==> config.mk <==
export PLATFORM = sky130hd
export DESIGN_NAME = lwct_ram
export DESIGN_NICKNAME = d
export VERILOG_FILES = /design/src/design/lwct_ram.sv
export SDC_FILE = /design/constraint.sdc
export NUM_CORES = 1
export LEC_CHECK = 0
export ABC_CLOCK_PERIOD_IN_PS = 3700
export BUFFER_PORTS_ARGS = -buffer_cell sky130_fd_sc_hd__clkbuf_2
export CELL_PAD_IN_SITES_DETAIL_PLACEMENT = 0
export CELL_PAD_IN_SITES_GLOBAL_PLACEMENT = 1
export CORE_MARGIN = 10
export CORE_UTILIZATION = 57
export DETAILED_ROUTE_END_ITERATION = 6
export GPL_TIMING_DRIVEN = 0
export PLACE_DENSITY = 0.82
export SLEW_MARGIN = 20
export SYNTH_ARGS = -nofsm -noshare
export SYNTH_HDL_FRONTEND = slang
export SYNTH_SLANG_ARGS = --single-unit
==> constraint.sdc <==
create_clock -name i_clk -period 3.7 [get_ports i_clk]
set_input_delay 0.555 -clock i_clk [delete_from_list [all_inputs] [get_ports i_clk]]
set_output_delay 0.555 -clock i_clk [all_outputs]
set_load 0.02 [all_outputs]
==> src/design/lwct_ram.sv <==
// generic single-port-write, single-port-read ram with registered read data
module lwct_ram #(
    parameter int unsigned WIDTH = 8,
    parameter int unsigned DEPTH = 16
) (
    input  logic                                  i_clk,
    input  logic                                  i_we,
    input  logic [(DEPTH > 1 ? $clog2(DEPTH) : 1)-1:0] i_waddr,
    input  logic [WIDTH-1:0]                      i_wdata,
    input  logic [(DEPTH > 1 ? $clog2(DEPTH) : 1)-1:0] i_raddr,
    output logic [WIDTH-1:0]                      o_rdata
);

    logic [WIDTH-1:0] r_mem [DEPTH];
    logic [WIDTH-1:0] r_rdata;

    // write port and registered read port
    always_ff @(posedge i_clk) begin
        if (i_we) begin
            r_mem[i_waddr] <= i_wdata;
        end
        r_rdata <= r_mem[i_raddr];
    end

    assign o_rdata = r_rdata;

endmodule

---- Word level (Yosys, flattened, before mapping) ----
Memories as Yosys holds them, arrays and structs flattened. A register that Yosys moved wholly into a read port is not among the register bits.
Cells that the tools add are included.
Widths: inputs -> output; s select.
operators by class
  mux-type cells .......................... 2
operators with widths
  kind    count
  $mux 1  2
storage, ports and cells
  memory bits (writable) .................. 128
  output and inout port bits .............. 8
  bits of input ports ..................... 18
  flip-flop bits (word level) ............. 0
  logic and storage cells ................. 3
  memories kept ........................... 1
memories
  memory  words  bits a word  read ports  clocked after memory_dff  write ports  RTL line  source
  r_mem   16     8            1           1                         1            14        logic [WIDTH-1:0] r_mem [DEPTH];

---- Logic depth before layout (Yosys ltp) ----
Gate-level depths: netlist (run 1).
  depth after elaboration ................. 2
  mapped depth ............................ 5
  mapped depth without buffers ............ 3

---- Worst setup path before layout (run 1) ----
Ideal clock, no wire load.
  kind .................................... input port to flip-flop
  start ................................... input i_waddr[2] (netlist name)
  end ..................................... memory r_mem[0][0] (enable)
  data required time ...................... 3317 ps
  stages on the path ...................... 2
  library setup time ...................... 383 ps
  path buffers ............................ 0
  arrival time ............................ 1665 ps
  slack ................................... 1652 ps
  cells stage by stage .................... or3b_2 > nor3_1
RTL lines
  item             RTL line  source
  start, declared  8         input logic [(DEPTH > 1 ? $clog2(DEPTH) : 1)-1:0] i_waddr,
  end, declared    14
No word-level cell before the write port.

---- Final worst setup path (run 1) ----
  start ................................... input i_waddr[2] (netlist name)
  end ..................................... memory r_mem[2][4] (enable)
No word-level cell before the write port.

==> impl_results.rst, run 1 <==
.. list-table::
   :header-rows: 1

   * - Metric
     - Value
   * - Synthesized cell area
     - 0.00515 mm2
   * - Fin worst setup slack
     - 1.91 ns
   * - Endpoint with the worst hold slack
     - r_mem[14][6]$_DFFE_PP_
   * - First-pass GRT wire length
     - 15400 um
   * - Final Slew Violations
     - 0
   * - Routed vias/inst
     - 6.21
   * - Source-to-sink clock delay at the later pin of the worst-skew pair
     - 0.52 ns
   * - Sinks on Clock Net
     - 136
   * - Number of global-route vias before repair
     - 2479
   * - Final HPWL from detailed placement
     - 6070 um
   * - Clock transition time at the flip-flop clock pins of the worst setup and hold paths
     - 0.06 ns
   * - Final setup skew
     - 0.00940 ns
   * - Count of final hold-check violations
     - 0
   * - Number of distinct library cells after synthesis
     - 19
   * - Vias
     - 2442
   * - RSZ-0062 raised after global routing
     - false
   * - Final-layout setup total negative slack
     - 0 ns
   * - Std-Cell Rows
     - 34
   * - Number of buffers inserted during clock tree synthesis
     - 17
   * - Residual overflow from global routing
     - 0
   * - Hold buffer count at cts
     - 0
   * - Net total in the final layout
     - 290
   * - Number of buffers added for setup after CTS
     - 0
   * - Global router's overall resource usage
     - 16.3%
   * - Register bit total from synthesis
     - 136
   * - Antenna diode instance count
     - 0
   * - Clock root buffer master
     - clkbuf_8
   * - Core Region
     - 0.00876 mm2
   * - CP Launch Type
     - input pin
   * - Sort of element at the end of the critical path
     - flop
   * - Mean cell area of the mapped netlist
     - 22.5 um2
   * - Vert. Die Dim
     - 115 um
   * - Starting Density
     - 58.7%
   * - Number of placed instances with taps included
     - 361
   * - Crit path max fanout
     - 8
   * - Gate count after technology mapping
     - 229
   * - Fraction of layout instances using a drive strength above 1
     - 29.8%
   * - Chip Width
     - 115 um
   * - Sequential fraction of the synthesis area
     - 77.8%
   * - F_max
     - 0.557 GHz
   * - Length of the first detailed-routing pass in iterations
     - 5
   * - Wirelength, routed
     - 10100 um
   * - Placement-stage worst setup slack
     - 1.45 ns
   * - Port-buffer cells
     - 24
   * - Capture point of the worst reg-to-reg path
     - o_rdata[2]$_DFF_P_
   * - Routed len/inst
     - 25.8 um
   * - Max transition margin
     - 39.2%
   * - # setup viols final
     - 0
   * - Initial antenna violation count
     - 0
   * - Maximum number of pins on one net before global-route repair
     - 17
   * - Net count after synthesis
     - 247
   * - Worst hold path cell count
     - 1
   * - Slowest cell on the critical path
     - nor2_1
   * - Sum of buffers and inverters on the critical path
     - 1
   * - DIE AREA
     - 0.0132 mm2
   * - Final worst path period need
     - 1.79 ns
   * - Final instance area
     - 0.00604 mm2
   * - Hold wc startpoint
     - i_wdata[6]
   * - Required time at the endpoint of the critical path
     - 3.83 ns
   * - Family with the most delay on the worst path
     - simple AND/OR/NAND/NOR gates
   * - Static power due to leakage
     - 2.05 nW
   * - Transition time of the tightest slew-check pin
     - 0.908 ns
   * - Critical register-to-register path startpoint
     - r_mem[5][2]$_DFFE_PP_
   * - Synth warnings
     - 0
   * - Period Utilization, post-route
     - 48.5%
   * - Total power of the final layout
     - 0.00363 W
   * - Worst R2R Setup Slack
     - 2.28 ns
   * - Arrival time worst endpoint
     - 1.93 ns
   * - Placer congestion estimate
     - 0.705
   * - Bufs on Longest Clock Path
     - 2
   * - # H-tree levels
     - 4
   * - Post-CTS resize count
     - 0
   * - Layout overhead on the synthesized area
     - 17.3%
   * - Residual DRC
     - 0
   * - Peak supply drop
     - 0.371 mV
   * - CTS tree
     - yes
   * - Delay of the slowest cell on the worst path
     - 0.72 ns
   * - Max-cap violations
     - 0
   * - Cells traversed along the worst timing path
     - clkbuf_2, or3b_2, nor2_1
   * - Ratio of total power to cell area
     - 602 mW/mm2
   * - # IOs
     - 26
   * - Classification of the worst setup path
     - in -> reg
   * - Placed instance area
     - 0.00542 mm2
   * - Min-Delay Path Class
     - in -> reg
   * - R2R depth
     - 3
   * - Count of routing violations after the opening detailed-route iteration
     - 188
   * - Final std cells w/o fill
     - 393
   * - Outcome
     - complete, no violations
   * - Count of antenna-violating nets left after detailed routing
     - 0
metal layers:
layer	GRT usage [%]	routed length, um	share of wire, %	vias to the layer above
met3	4.74	766	7.6	23
met5	0	0	0	-
li1	-	-	-	1062
met2	24.5	4810	48	122
met1	21.5	4300	42	1235
met4	7.76	247	2.4	0
logic make-up after synthesis:
logic type | after synthesis | synth area share [%]
and+or+nand+nor | 35 | 3.18
AOI/OAI and AO/OA | 16 | 2.33
muxes | 32 | 15.0
buffers and inverters | 10 | 1.68
DFF | 136 | 77.8
layout make-up:
class | instances | area [um2]
clock buffers | 23 | 467
flip-flops and latches | 136 | 4000
well taps | 108 | 135
plain buffers | 10 | 86.3
clock inverters | 9 | 146
multi-input cells | 83 | 1080
repair buffers | 24 | 120
fillers | 517 | 2730
power by group:
part / internal [W] / switching (W)
Combinational: 0.0000682 / 0.000107
Sequential: 0.00172 / 0.00000907
Clock: 0.00114 / 0.000585
stage by stage:
| stage | util, % | hold WS (ns) |
|---|---|---|
| after floorplan | - | 0.629 |
| after global placement | 61.7 | 0.655 |
| after detailed placement | 61.9 | 0.664 |
| after CTS | 68.9 | 0.460 |
| after global routing | 68.9 | 0.509 |
| final | 68.9 | 0.504 |
cell usage in the layout, fill, tap and decap left out:
cell,n
and2b_1,1
clkbuf_8,4
or3b_2,1
clkdlybuf4s25_2,3
nand2b_1,2
clkbuf_16,16
a22oi_1,16
edfxtp_1,128
clkinvlp_4,1
nand3_1,1
and2_1,1
mux4_2,18
nor2_1,13
nor3_2,4
nor2b_1,1
nand2_1,9
dfxtp_1,8
buf_2,3
buf_4,1
buf_6,3
clkinv_1,1
bufinv_16,4
clkbuf_1,3
nand3b_1,2
clkbuf_2,24
mux4_1,14
clkinv_2,3
state kept, by name, indices dropped and copies added, names as in the netlist:
signal   flops
r_mem      128
o_rdata      8
Yosys cell counts, drive strengths merged:
master         instances  area (um2)
buf                    7        56.3
nand3                  1        5.00
nor2                  13        48.8
mux4                  32         773
a22oi                 16         120
nor3                   4        20.0
edfxtp               128        3840
nand2                  9        33.8
nand2b                 2        12.5
nand3b                 2        15.0
and2b                  1        7.51
and2                   1        6.26
or3b                   1        8.76
nor2b                  1        6.26
clkdlybuf4s25          3        30.0
dfxtp                  8         160
worst max path at each step:
stage                     startpoint               endpoint  slack, ns  cells past startpoint
final                     i_waddr[2]  r_mem[2][4]$_DFFE_PP_       1.91                      3
after global routing      i_waddr[2]  r_mem[2][6]$_DFFE_PP_       1.85                      3
after CTS                 i_waddr[2]  r_mem[2][4]$_DFFE_PP_       1.94                      3
after detailed placement  i_waddr[2]  r_mem[2][7]$_DFFE_PP_       1.45                      3
after global placement    i_waddr[2]  r_mem[0][7]$_DFFE_PP_       1.11                      3
after floorplan           i_waddr[2]  r_mem[0][0]$_DFFE_PP_       1.65                      2
Note: power is estimated with default switching activity, not from simulation.
==> run 2, diff against run 1 <==
Settings changed: ABC_CLOCK_PERIOD_IN_PS 3700 to 1530, CORE_UTILIZATION 57 to 48, PLACE_DENSITY 0.82 to 0.73.
Clock period 3.7 ns to 1.53 ns, I/O delays scaled along.
==> impl_results.rst, run 2 (synthesis results as in run 1) <==
.. list-table::
   :header-rows: 1

   * - Metric
     - Value
   * - Starting Density
     - 49.6% (-9.1 points)
   * - CTS tree
     - yes
   * - Source-to-sink clock delay at the later pin of the worst-skew pair
     - 0.53 ns (about the same)
   * - Residual DRC
     - 0 (unchanged)
   * - Routed met3 length
     - 593 um (-23%)
   * - Number of fill cells in the layout
     - 768 (+49%)
   * - Min-Delay Path Class
     - in -> reg
   * - Core Region
     - 0.0104 mm2 (+18%)
   * - Residual overflow from global routing
     - 0 (unchanged)
   * - Classification of the worst setup path
     - reg -> reg
   * - First-pass GRT wire length
     - 14400 um (-6.2%)
   * - Net switching power
     - 0.00174 W (+150%)
   * - Length of the first detailed-routing pass in iterations
     - 5 (unchanged)
   * - Static power due to leakage
     - 2.07 nW (+1.2%)
   * - Largest register by flop count
     - r_mem
   * - Bufs on Longest Clock Path
     - 2 (unchanged)
   * - Clock transition time at the flip-flop clock pins of the worst setup and hold paths
     - 0.06 ns (about the same)
   * - Logic gate share of total power
     - 4.6% (-0.2 points)
   * - Hold buffer count at cts
     - 0 (unchanged)
   * - Final HPWL from detailed placement
     - 6090 um (+0.34%)
   * - Outcome
     - complete, no violations
   * - RSZ-0062 raised after global routing
     - false
   * - Chip Width
     - 124 um (+7.4%)
   * - Flip-flop count of the largest register, all copies and words added
     - 128 (unchanged)
   * - Arrival time worst endpoint
     - 1.90 ns (-0.03 ns)
   * - Final-layout setup total negative slack
     - 0 ns (unchanged)
   * - Sort of element at the end of the critical path
     - flop
   * - Number of placed instances with taps included
     - 389 (+7.8%)
   * - Ratio of total power to cell area
     - 1500 mW/mm2 (+150%)
   * - Placer congestion estimate
     - 0.731 (+3.7%)
   * - Number of global-route vias before repair
     - 2369 (-4.4%)
   * - Wirelength, routed
     - 9850 um (-2.7%)
   * - Maximum number of pins on one net before global-route repair
     - 17 (unchanged)
   * - Internal Power
     - 0.00746 W (+150%)
   * - Std-Cell Rows
     - 37 (+8.8%)
   * - Peak supply drop
     - 0.701 mV (+89%)
   * - Vert. Die Dim
     - 124 um (+7.4%)
   * - Multi-input logic area
     - 0.00108 mm2 (unchanged)
   * - Crit path max fanout
     - 1 (-7)
   * - Most frequent cells in the layout
     - edfxtp_1 (128), clkbuf_2 (24), mux4_2 (18)
   * - Routed len/inst
     - 23.4 um (-9.2%)
   * - Final setup skew
     - 0.00457 ns (-0.00483 ns)
   * - Sinks on Clock Net
     - 136 (unchanged)
   * - Port-buffer cells
     - 24 (unchanged)
   * - Clock share of power
     - 49.9% (+2.4 points)
   * - Number of buffers inserted during clock tree synthesis
     - 17 (unchanged)
   * - Period Utilization, post-route
     - 98.1%
   * - Seq. cell area
     - 0.00400 mm2 (unchanged)
   * - Max transition margin
     - 43.7% (+4.5 points)
   * - Relative contribution of sequential cells to total power
     - 45.5% (-2.2 points)
   * - Fraction of layout instances using a drive strength above 1
     - 30.2% (+0.35 points)
   * - Required time at the endpoint of the critical path
     - 1.93 ns (-1.90 ns)
   * - Clock root buffer master
     - clkbuf_8
   * - # H-tree levels
     - 4 (unchanged)
   * - Count of antenna-violating nets left after detailed routing
     - 0 (unchanged)
   * - # IOs
     - 26 (unchanged)
   * - CP Launch Type
     - flop
   * - Initial antenna violation count
     - 0 (unchanged)
   * - Routed vias/inst
     - 5.70 (-8.3%)
   * - Highest signal layer in the routed design
     - met4
   * - # setup viols final
     - 0 (unchanged)
   * - Final std cells w/o fill
     - 421 (+7.1%)
   * - Net total in the final layout
     - 290 (unchanged)
   * - F_max
     - 0.666 GHz
   * - Met2 Wirelength
     - 4790 um (-0.33%)
   * - Number of buffers added for setup after CTS
     - 0 (unchanged)
   * - Antenna diode instance count
     - 0 (unchanged)
   * - Layout overhead on the synthesized area
     - 19.1%
   * - Max-cap violations
     - 0 (unchanged)
   * - Count of final hold-check violations
     - 0 (unchanged)
   * - Final worst path period need
     - 1.50 ns
   * - Vias
     - 2398 (-1.8%)
   * - Count of routing violations after the opening detailed-route iteration
     - 198 (+5.3%)
   * - Proportion of total power due to net switching
     - 18.9% (-0.36 points)
   * - Most common library cell in the layout ignoring fill and taps
     - edfxtp_1
   * - Length of routed wiring on met1
     - 4250 um (-1.2%)
   * - Final Slew Violations
     - 0 (unchanged)
   * - Transition time of the tightest slew-check pin
     - 0.842 ns (-0.0665 ns)
   * - Global router's overall resource usage
     - 13.8% (-2.5 points)
   * - Post-CTS resize count
     - 0 (unchanged)
   * - DIE AREA
     - 0.0153 mm2 (+15%)
## run 2: cell types whose count changed in the layout (fill, tap and decap cells not counted), sizes merged
cell,delta
bufinv,+3
clkinv,+2
clkbuf,-5
## run 2: through the flow
step           setup slack (ns)  util (%)  total power, W  instance area, um2  hold slack [ns]
2_1_floorplan            0.0344         -         0.00450                5150            0.328
4_1_cts                  0.0634      59.1         0.00924                6130            0.139
3_3_place_gp             -0.481      52.5         0.00467                5440            0.648
6_report                 0.0294      59.1         0.00920                6130            0.157
5_1_grt                  0.0228      59.1         0.00944                6130            0.171
3_5_place_dp             -0.395      52.6         0.00469                5460            0.650
## run 2: power groups by stage
stage / registers, W / clock network, W / logic, W
CTS: 0.00419 / 0.00463 / 0.000429
finish: 0.00419 / 0.00459 / 0.000423
global placement: 0.00426 / 0 / 0.000415
detailed placement: 0.00426 / 0 / 0.000426
floorplan: 0.00429 / 0 / 0.000212
global route: 0.00419 / 0.00479 / 0.000454
## run 2: critical path, cell delays in order (launching register included)
cell and delay, ns:
edfxtp_1 0.36, mux4_1 0.53, a22oi_1 0.39, nand2_1 0.09
## run 2: final timing paths
kind,startpoint,end,slack [ns],depth (start not counted)
max,r_mem[6][0]$_DFFE_PP_,o_rdata[0]$_DFF_P_,0.03,3
min,i_wdata[5],r_mem[15][5]$_DFFE_PP_,0.16,1
max reg2reg,r_mem[6][0]$_DFFE_PP_,o_rdata[0]$_DFF_P_,0.03,3
min reg2reg,r_mem[8][2]$_DFFE_PP_,o_rdata[2]$_DFF_P_,0.68,3
## run 2: per-layer routing
metal	global-route usage [%]	up-vias
met1	17.9	1232
met3	5.20	16
li1	-	1064
met5	0	-
met2	20.4	86
met4	5.90	0
## run 2: area by class of cell
| cell class | instances | share of cell area, % |
|---|---|---|
| Tap cell | 136 | 2.78 |
| Clock inverter | 14 | 4.12 |
| Clock buffer | 18 | 6.82 |
| Multi-Input combinational cell | 83 | 17.6 |
| Buffer | 10 | 1.41 |
| Sequential cell | 136 | 65.3 |
| Timing Repair Buffer | 24 | 1.96 |
==> run 3, diff against run 2 <==
Settings changed: PLACE_DENSITY 0.73 to 0.85.
==> impl_results.rst, run 3 (synthesis results as in run 1) <==
.. list-table::
   :header-rows: 1

   * - Metric
     - Value
   * - Outcome
     - complete, no violations
   * - CTS tree
     - yes
   * - Vert. Die Dim
     - 124 um (unchanged)
   * - Placer congestion estimate
     - 0.737 (+0.88%)
   * - Ratio of total power to cell area
     - 1450 mW/mm2 (-3.1%)
   * - Largest register by flop count
     - r_mem
   * - Flip-flop count of the largest register, all copies and words added
     - 128 (unchanged)
   * - DIE AREA
     - 0.0153 mm2 (unchanged)
   * - Final setup skew
     - 0.00384 ns (-0.000728 ns)
   * - Residual DRC
     - 0 (unchanged)
   * - Number of placed instances with taps included
     - 389 (unchanged)
   * - Initial antenna violation count
     - 0 (unchanged)
   * - Worst R2R Setup Slack
     - 0.15 ns (+0.12 ns)
   * - Routed vias/inst
     - 5.67 (-0.50%)
   * - Count of final hold-check violations
     - 0 (unchanged)
   * - Most frequent cells in the layout
     - edfxtp_1 (128), clkbuf_2 (24), mux4_2 (18)
   * - Count of antenna-violating nets left after detailed routing
     - 0 (unchanged)
   * - Required time at the endpoint of the critical path
     - 1.93 ns (about the same)
   * - Arrival time worst endpoint
     - 1.79 ns (-0.11 ns)
   * - Max-cap violations
     - 0 (unchanged)
   * - Number of buffers inserted during clock tree synthesis
     - 17 (unchanged)
   * - Final worst path period need
     - 1.38 ns (-0.118 ns)
   * - Fraction of layout instances using a drive strength above 1
     - 30.5% (+0.35 points)
   * - Net total in the final layout
     - 290 (unchanged)
   * - Period Utilization, post-route
     - 90.4% (-7.7 points)
   * - Fin worst setup slack
     - 0.147 ns (+0.118 ns)
   * - Wirelength, routed
     - 9950 um (+1.0%)
   * - F_max
     - 0.723 GHz (+8.5%)
   * - CP Launch Type
     - flop
   * - RSZ-0062 raised after global routing
     - false
   * - Number of fill cells in the layout
     - 765 (-0.39%)
   * - Source-to-sink clock delay at the later pin of the worst-skew pair
     - 0.52 ns (about the same)
   * - Residual overflow from global routing
     - 0 (unchanged)
   * - Transition time of the tightest slew-check pin
     - 0.816 ns (-0.0257 ns)
   * - R2R depth
     - 3 (unchanged)
   * - Sinks on Clock Net
     - 136 (unchanged)
   * - Layout overhead on the synthesized area
     - 18.3%
   * - Final-layout setup total negative slack
     - 0 ns (unchanged)
   * - Bufs on Longest Clock Path
     - 2 (unchanged)
   * - Placement-stage worst setup slack
     - -0.397 ns (-0.00168 ns)
   * - Crit path max fanout
     - 1 (unchanged)
   * - Most common library cell in the layout ignoring fill and taps
     - edfxtp_1
   * - Post-CTS resize count
     - 0 (unchanged)
   * - Max transition margin
     - 45.4% (+1.7 points)
   * - Length of the first detailed-routing pass in iterations
     - 4 (-1)
   * - Number of buffers added for setup after CTS
     - 0 (unchanged)
   * - Clock transition time at the flip-flop clock pins of the worst setup and hold paths
     - 0.06 ns (about the same)
   * - Total power of the final layout
     - 0.00885 W (-3.8%)
   * - Routed len/inst
     - 23.6 um (+1.0%)
   * - Antenna diode instance count
     - 0 (unchanged)
   * - Core Region
     - 0.0104 mm2 (unchanged)
   * - Static power due to leakage
     - 2.04 nW (-1.5%)
   * - # setup viols final
     - 0 (unchanged)
   * - Port-buffer cells
     - 24 (unchanged)
   * - Multi-input logic area
     - 0.00108 mm2 (unchanged)
   * - Vias
     - 2386 (-0.50%)
   * - Starting Density
     - 49.6% (unchanged)
   * - Clock root buffer master
     - clkbuf_8
   * - # IOs
     - 26 (unchanged)
   * - Classification of the worst setup path
     - reg -> reg
   * - Final HPWL from detailed placement
     - 6160 um (+1.2%)
   * - Chip Width
     - 124 um (unchanged)
   * - Min-Delay Path Class
     - in -> reg
   * - Peak supply drop
     - 1.05 mV (+50%)
   * - Capture point of the worst path
     - o_rdata[2]$_DFF_P_
   * - Final Slew Violations
     - 0 (unchanged)
   * - Hold buffer count at cts
     - 0 (unchanged)
   * - Number of global-route vias before repair
     - 2461 (+3.9%)
   * - Capture point of the worst reg-to-reg path
     - o_rdata[2]$_DFF_P_
   * - Count of routing violations after the opening detailed-route iteration
     - 291 (+47%)
   * - First-pass GRT wire length
     - 15000 um (+3.6%)
   * - Util after Layout
     - 58.7% (-0.39 points)
   * - Final std cells w/o fill
     - 421 (unchanged)
   * - Critical path origin
     - r_mem[7][2]$_DFFE_PP_
   * - Critical register-to-register path startpoint
     - r_mem[7][2]$_DFFE_PP_
   * - # H-tree levels
     - 4 (unchanged)
   * - Std-Cell Rows
     - 37 (unchanged)
   * - Seq. cell area
     - 0.00400 mm2 (unchanged)
   * - Sort of element at the end of the critical path
     - flop
   * - Maximum number of pins on one net before global-route repair
     - 17 (unchanged)
   * - Global router's overall resource usage
     - 14.0% (+0.23 points)
-- run 3: cell count changes in the layout (fill, tap and decap cells not counted) --
| cell | previous run | this run |
|---|---|---|
| clkinv_2 | 2 | 0 |
| clkinv_1 | 2 | 0 |
| clkinvlp_4 | 1 | 4 |
| clkbuf_1 | 1 | 2 |
| clkbuf_8 | 1 | 4 |
| bufinv_16 | 7 | 4 |
-- run 3: critical path: stages (launching register included) --
cell,delay [ns]
edfxtp_1,0.39
mux4_1,0.54
a22oi_1,0.26
nand2_1,0.08
-- run 3: worst min path at each step --
stage,startpoint,slack [ns],to,depth (start not counted)
floorplan,i_wdata[0],0.33,r_mem[0][0]$_DFFE_PP_,0
detailed placement,o_rdata[1]$_DFF_P_,0.65,o_rdata[1],1
global placement,o_rdata[4]$_DFF_P_,0.65,o_rdata[4],1
finish,i_wdata[1],0.17,r_mem[14][1]$_DFFE_PP_,1
global route,i_wdata[5],0.17,r_mem[15][5]$_DFFE_PP_,1
CTS,i_wdata[1],0.15,r_mem[9][1]$_DFFE_PP_,1
-- run 3: report_power, final --
part	internal (W)	switching (W)	total (W)	leakage, nW
clock	0.00278	0.00146	0.00424	0.294
sequential	0.00417	0.0000207	0.00419	1.22
combinational	0.000165	0.000258	0.000423	0.523
total	0.00711	0.00174	0.00885	2.04
-- run 3: layout make-up --
| cell class | instances | area share [%] |
|---|---|---|
| Buffer | 10 | 1.42 |
| Clock buffer | 22 | 7.60 |
| Clock inverter | 10 | 2.75 |
| Multi-Input combinational cell | 83 | 17.7 |
| Sequential cell | 136 | 65.8 |
| Tap cell | 136 | 2.79 |
| Timing Repair Buffer | 24 | 1.97 |
-- run 3: layer usage --
metal  global-route usage (%)  wire, um  up-vias
li1                         -         -     1062
met2                     20.7      4780       66
met3                     5.10       658       10
met5                        0         0        -
met1                     18.9      4400     1248
met4                     4.80       112        0
-- run 3: through the flow --
stage	hold WS, ns	area (um2)
2_1_floorplan	0.328	5150
3_3_place_gp	0.649	5440
3_5_place_dp	0.650	5450
4_1_cts	0.154	6080
5_1_grt	0.169	6090
6_report	0.173	6090
